--- src/rtl/mvp_pkg.sv ---
package mvp_pkg;

    // Fixed widths of the item fields.
    localparam int unsigned DATA_W  = 32;
    localparam int unsigned ACC_W   = 64;
    localparam int unsigned IDX_W   = 4;
    localparam int unsigned COUNT_W = 5;

    // Control broadcast from the sequencer to every multiply-accumulate cell.
    typedef struct packed {
        logic wr;      // coefficient load accepted this cycle
        logic acc_en;  // product register holds a live product
        logic load;    // capture results into the chain and clear accumulators
        logic shift;   // move the result chain one cell toward the output
    } cell_ctrl_t;

endpackage

--- src/rtl/mvp_mac_cell.sv ---
module mvp_mac_cell #(
    parameter int unsigned MAX_COLS  = 16,
    parameter int unsigned FRAC_BITS = 16,
    parameter int unsigned ROW       = 0
) (
    input  logic                                clk,
    input  logic                                rst_n,
    input  mvp_pkg::cell_ctrl_t                 ctrl,
    input  logic [mvp_pkg::IDX_W-1:0]           wr_row,
    input  logic [mvp_pkg::IDX_W-1:0]           col,
    input  logic signed [mvp_pkg::DATA_W-1:0]   value,
    input  logic [mvp_pkg::COUNT_W-1:0]         rows_used,
    input  logic signed [mvp_pkg::DATA_W-1:0]   chain_in,
    output logic signed [mvp_pkg::DATA_W-1:0]   result
);

    localparam int unsigned CW = (MAX_COLS > 1) ? $clog2(MAX_COLS) : 1;
    localparam logic signed [mvp_pkg::DATA_W-1:0] Q_MAX = {1'b0, {(mvp_pkg::DATA_W-1){1'b1}}};
    localparam logic signed [mvp_pkg::DATA_W-1:0] Q_MIN = {1'b1, {(mvp_pkg::DATA_W-1){1'b0}}};

    // Coefficients of this row, one entry per column.
    logic signed [mvp_pkg::DATA_W-1:0] coef_mem [MAX_COLS];

    logic signed [mvp_pkg::DATA_W-1:0] coef_reg;
    logic signed [mvp_pkg::DATA_W-1:0] elem_reg;
    logic signed [mvp_pkg::ACC_W-1:0]  prod_reg;
    logic signed [mvp_pkg::ACC_W-1:0]  acc_reg;
    logic signed [mvp_pkg::ACC_W-1:0]  acc_next;
    logic signed [mvp_pkg::DATA_W-1:0] res_reg;
    logic signed [mvp_pkg::DATA_W-1:0] res_next;

    logic [8:0]                        col_wide;
    logic [CW-1:0]                     addr;
    logic                              wr_hit;
    logic                              row_on;
    logic signed [mvp_pkg::ACC_W:0]    sum;
    logic signed [mvp_pkg::ACC_W-1:0]  scaled;

    assign col_wide = 9'(col);
    assign addr     = col_wide[CW-1:0];
    assign wr_hit   = ctrl.wr && (7'(wr_row) == 7'(ROW)) && (col_wide < 9'(MAX_COLS));
    assign row_on   = 7'(ROW) < 7'(rows_used);

    always_ff @(posedge clk)
    begin
        if (wr_hit)
        begin
            coef_mem[addr] <= value;
        end
        coef_reg <= coef_mem[addr];
        elem_reg <= value;
        prod_reg <= coef_reg * elem_reg;
        res_reg  <= res_next;
    end

    // Saturating accumulate at the signed 64-bit bounds.
    always_comb
    begin
        sum = {acc_reg[mvp_pkg::ACC_W-1], acc_reg} + {prod_reg[mvp_pkg::ACC_W-1], prod_reg};
        if (sum[mvp_pkg::ACC_W] != sum[mvp_pkg::ACC_W-1])
        begin
            acc_next = sum[mvp_pkg::ACC_W] ? {1'b1, {(mvp_pkg::ACC_W-1){1'b0}}}
                                           : {1'b0, {(mvp_pkg::ACC_W-1){1'b1}}};
        end
        else
        begin
            acc_next = sum[mvp_pkg::ACC_W-1:0];
        end
    end

    // Floor shift to Q16.16 and saturation to 32 bits, applied when results are captured.
    always_comb
    begin
        scaled = acc_reg >>> FRAC_BITS;
        priority if (ctrl.load)
        begin
            if (scaled > 64'(Q_MAX))
            begin
                res_next = Q_MAX;
            end
            else if (scaled < 64'(Q_MIN))
            begin
                res_next = Q_MIN;
            end
            else
            begin
                res_next = scaled[mvp_pkg::DATA_W-1:0];
            end
        end
        else if (ctrl.shift)
        begin
            res_next = chain_in;
        end
        else
        begin
            res_next = res_reg;
        end
    end

    always_ff @(posedge clk or negedge rst_n)
    begin
        if (!rst_n)
        begin
            acc_reg <= '0;
        end
        else if (ctrl.load)
        begin
            acc_reg <= '0;
        end
        else if (ctrl.acc_en && row_on)
        begin
            acc_reg <= acc_next;
        end
    end

    assign result = res_reg;

endmodule

--- config.mk ---
export PLATFORM = sky130hd
export DESIGN_NAME = mvp_mac_cell
export DESIGN_NICKNAME = d
export VERILOG_FILES = /design/src/rtl/mvp_pkg.sv /design/src/rtl/mvp_mac_cell.sv
export SDC_FILE = /design/constraint.sdc
export NUM_CORES = 2
export LEC_CHECK = 0
export ABC_CLOCK_PERIOD_IN_PS = 10900
export BUFFER_PORTS_ARGS = -buffer_cell sky130_fd_sc_hd__buf_2
export CORE_MARGIN = 5
export CORE_UTILIZATION = 45
export CTS_BUF_LIST = sky130_fd_sc_hd__clkbuf_8
export DETAILED_ROUTE_END_ITERATION = 7
export GPL_ROUTABILITY_DRIVEN = 0
export REMOVE_ABC_BUFFERS = 1
export SLEW_MARGIN = 5
export SYNTH_ARGS = -nofsm -noshare
export SYNTH_HDL_FRONTEND = slang
export SYNTH_SLANG_ARGS = --single-unit
--- constraint.sdc ---
create_clock -name clk -period 10.9 [get_ports clk]
set_clock_uncertainty 0.2 [all_clocks]
set_input_delay 2.18 -clock clk [delete_from_list [all_inputs] [get_ports clk]]
set_output_delay 2.18 -clock clk [all_outputs]
set_load 0.01 [all_outputs]
==> results.md <==
* Outcome: complete, no violations
* Root buf cell: clkbuf_8
* # port buffers at 114
* Top-count cell post-synth: fa_1
* Worst Tran Pin Value at 1.288 ns
* I/O pin count at 115
* Reg clk slew, reported paths at 0.06 ns
* Via Count at 41820
* Met1 usage in global routing at 0.3341
* Post-synth EDFFs at 544
* Initial antenna violation count at 16
* Critical Path RT at 11.38 ns
* CTS Sinks at 736
* Fin crit share at 0.8293
* Dpl hpwl at 125.4 mm
* CP startpoint: coef_reg[18]
* R2r worst-path depth at 23
* WL final at 174.3 mm
* CP Class: register to register
* Post-synthesis cell count at 5676
* Antenna viol nets, final at 0
* Final Hold Viols at 0
* Pre-antenna DRT Iters at 6
* Slew Limit Headroom at 0.1401
* Total grt overflow at 0
* Arr. time, crit path at 9.52 ns
* Synth cell types at 86
* Vias in the first global route at 44780
* Core area at 145600 um^2
* Reg2reg setup slack at 1.86 ns
* Die height at 392.5 um
* Crit path launch type: register
* RSZ-0062 raised after global routing: no
* Post-CTS Setup Bufs at 0
* First-pass GRT wire length at 272.0 mm
* Die area at 154100 um^2
* Worst-path fanout max at 19
* Synth Cell Area at 65840 um^2
* Pin count of the biggest net entering global routing at 71
* Setup TNS at 0 ns
* Reg2reg end: prod_reg[61]
* WL/cell at 22.62 um
* YS warnings at 0
* Seq/Total Area, Yosys at 0.3114
* Asr flop ratio synth at 0.08696
* # H-tree levels at 3
* TritonCTS clock tree: done
* Die X at 392.5 um
* Post-Syn Area per Cell at 11.60 um^2
* Max-cap violations at 0
* Gr usage total at 0.2323
* Critical register-to-register path startpoint: coef_reg[18]
* FF+latch count, synth at 736
* FMAX at 110.6 MHz
* CTS Buf Count at 114
* CTS Hold Bufs at 0
* Post-CTS Resized at 0
* Routed vias/inst at 5.429
* Iteration-0 DRC Markers at 3215
* Post-synth top area share at 0.3293
* Hold/Removal Path Class: register to register
* Final setup vio count at 0
* # DRC at 0
* Top_reg_cell synth: edfxtp_1
* Synthesis-to-finish area growth at 7.681%
* Largest register FFs at 512
* Nets at 7089
* Grt peak-use layer: met2
* Max clock buf depth at 3
* Area leader, netlist: fa_1
* Starting Density at 0.4523
* Area contributors post-synth: fa_1, edfxtp_1, inv_1, mux4_2, and2_1
* FP Rows at 140
* Fin. max-slew vios at 0
* Layout cells sized above 1 at 0.1040
* Tmin final at 9.040 ns
* Clock Latency Late Sink at 0.85 ns
* Worst Hold Depth at 1
* End point of the critical path: prod_reg[61]
* Met3 track demand over resource at 0.04962
* Commonest cells post-synth: fa_1, inv_1, nand2_1
* Nature of the critical path endpoint: register
* GR Layer Usage met2 at 0.3627
-- kinds of logic after synthesis --
logic type      after synthesis  synth area share
flops                       736            0.3114
compound gates              516           0.05281
xor+xnor                    127           0.01701
mux                         161           0.05488
buf+inv                    1296           0.07488
fa+ha+maj                  1331            0.3764
simple gates               1509            0.1126
-- critical path: stages, from the launching register on --
cell,delay (ns)
dfxtp_1,1.10
buf_4,0.44
nand2_1,0.12
fa_1,0.52
inv_1,0.05
fa_1,0.56
fa_1,0.45
fa_1,0.52
fa_1,0.45
fa_1,0.51
fa_1,0.45
fa_1,0.50
ha_1,0.39
a21o_2,0.23
or3_1,0.34
o22a_1,0.20
a221o_1,0.36
a2111oi_4,0.38
a21oi_2,0.13
a41o_1,0.28
a41oi_2,0.30
o21a_1,0.15
o21bai_1,0.07
xor2_1,0.15
-- cell usage in the layout (no fill, tap or decap), types with 29 or more instances in the layout --
master and count:
a21o_1 61, a21oi_1 154, a22o_1 63, and2_1 515, buf_2 112, buf_4 80
clkbuf_8 139, dfrtp_1 64, dfxtp_1 99, dfxtp_2 29, edfxtp_1 544, fa_1 1083
ha_1 248, inv_1 1022, mux4_2 160, nand2_1 680, nand4_1 39, nor2_1 112
o21ai_0 75, xnor2_1 79, xor2_1 47
-- layer usage --
| metal | share of wire | up-vias | wire length (um) |
|---|---|---|---|
| met1 | 0.44 | 21810 | 75970 |
| li1 | - | 18150 | - |
| met4 | 0.027 | 10 | 4621 |
| met3 | 0.083 | 261 | 14500 |
| met5 | 0.00036 | - | 62 |
| met2 | 0.45 | 1590 | 79120 |
-- stage by stage --
| stage | std cells | cell area [um^2] | hold WS (ns) | util | setup slack, ns |
|---|---|---|---|---|---|
| after global placement | 7476 | 68370 | 0.2916 | 0.4697 | 1.915 |
| after detailed placement | 7476 | 68370 | 0.2997 | 0.4697 | 1.846 |
| final | 7703 | 70900 | 0.3151 | 0.4870 | 1.860 |
| after floorplan | 5365 | 64610 | 0.2774 | - | 2.467 |
| after CTS | 7694 | 70870 | 0.3180 | 0.4869 | 1.862 |
| after global routing | 7697 | 70880 | 0.3307 | 0.4869 | 1.435 |
-- cell type report --
type / count / area, um^2
antenna: 9 / 22.52
clock buffer: 138 / 1899
clock inverter: 80 / 601.8
fill: 12970 / 74670
inverter: 985 / 3697
multi-input combinational: 3644 / 40550
sequential: 736 / 20540
tap: 1917 / 2399
timing repair buffer: 194 / 1186
-- worst min-delay path by stage --
stage	endpoint	start	slack [ns]
after floorplan	acc_reg[10]	acc_reg[10]	0.28
after global placement	acc_reg[3]	acc_reg[3]	0.29
after detailed placement	acc_reg[11]	acc_reg[11]	0.30
after CTS	acc_reg[4]	acc_reg[4]	0.32
after global routing	acc_reg[15]	acc_reg[15]	0.33
final	acc_reg[15]	acc_reg[15]	0.32
Power is not shown: default switching activity piles up to over one toggle a cycle in this logic, so the estimate is an artifact.
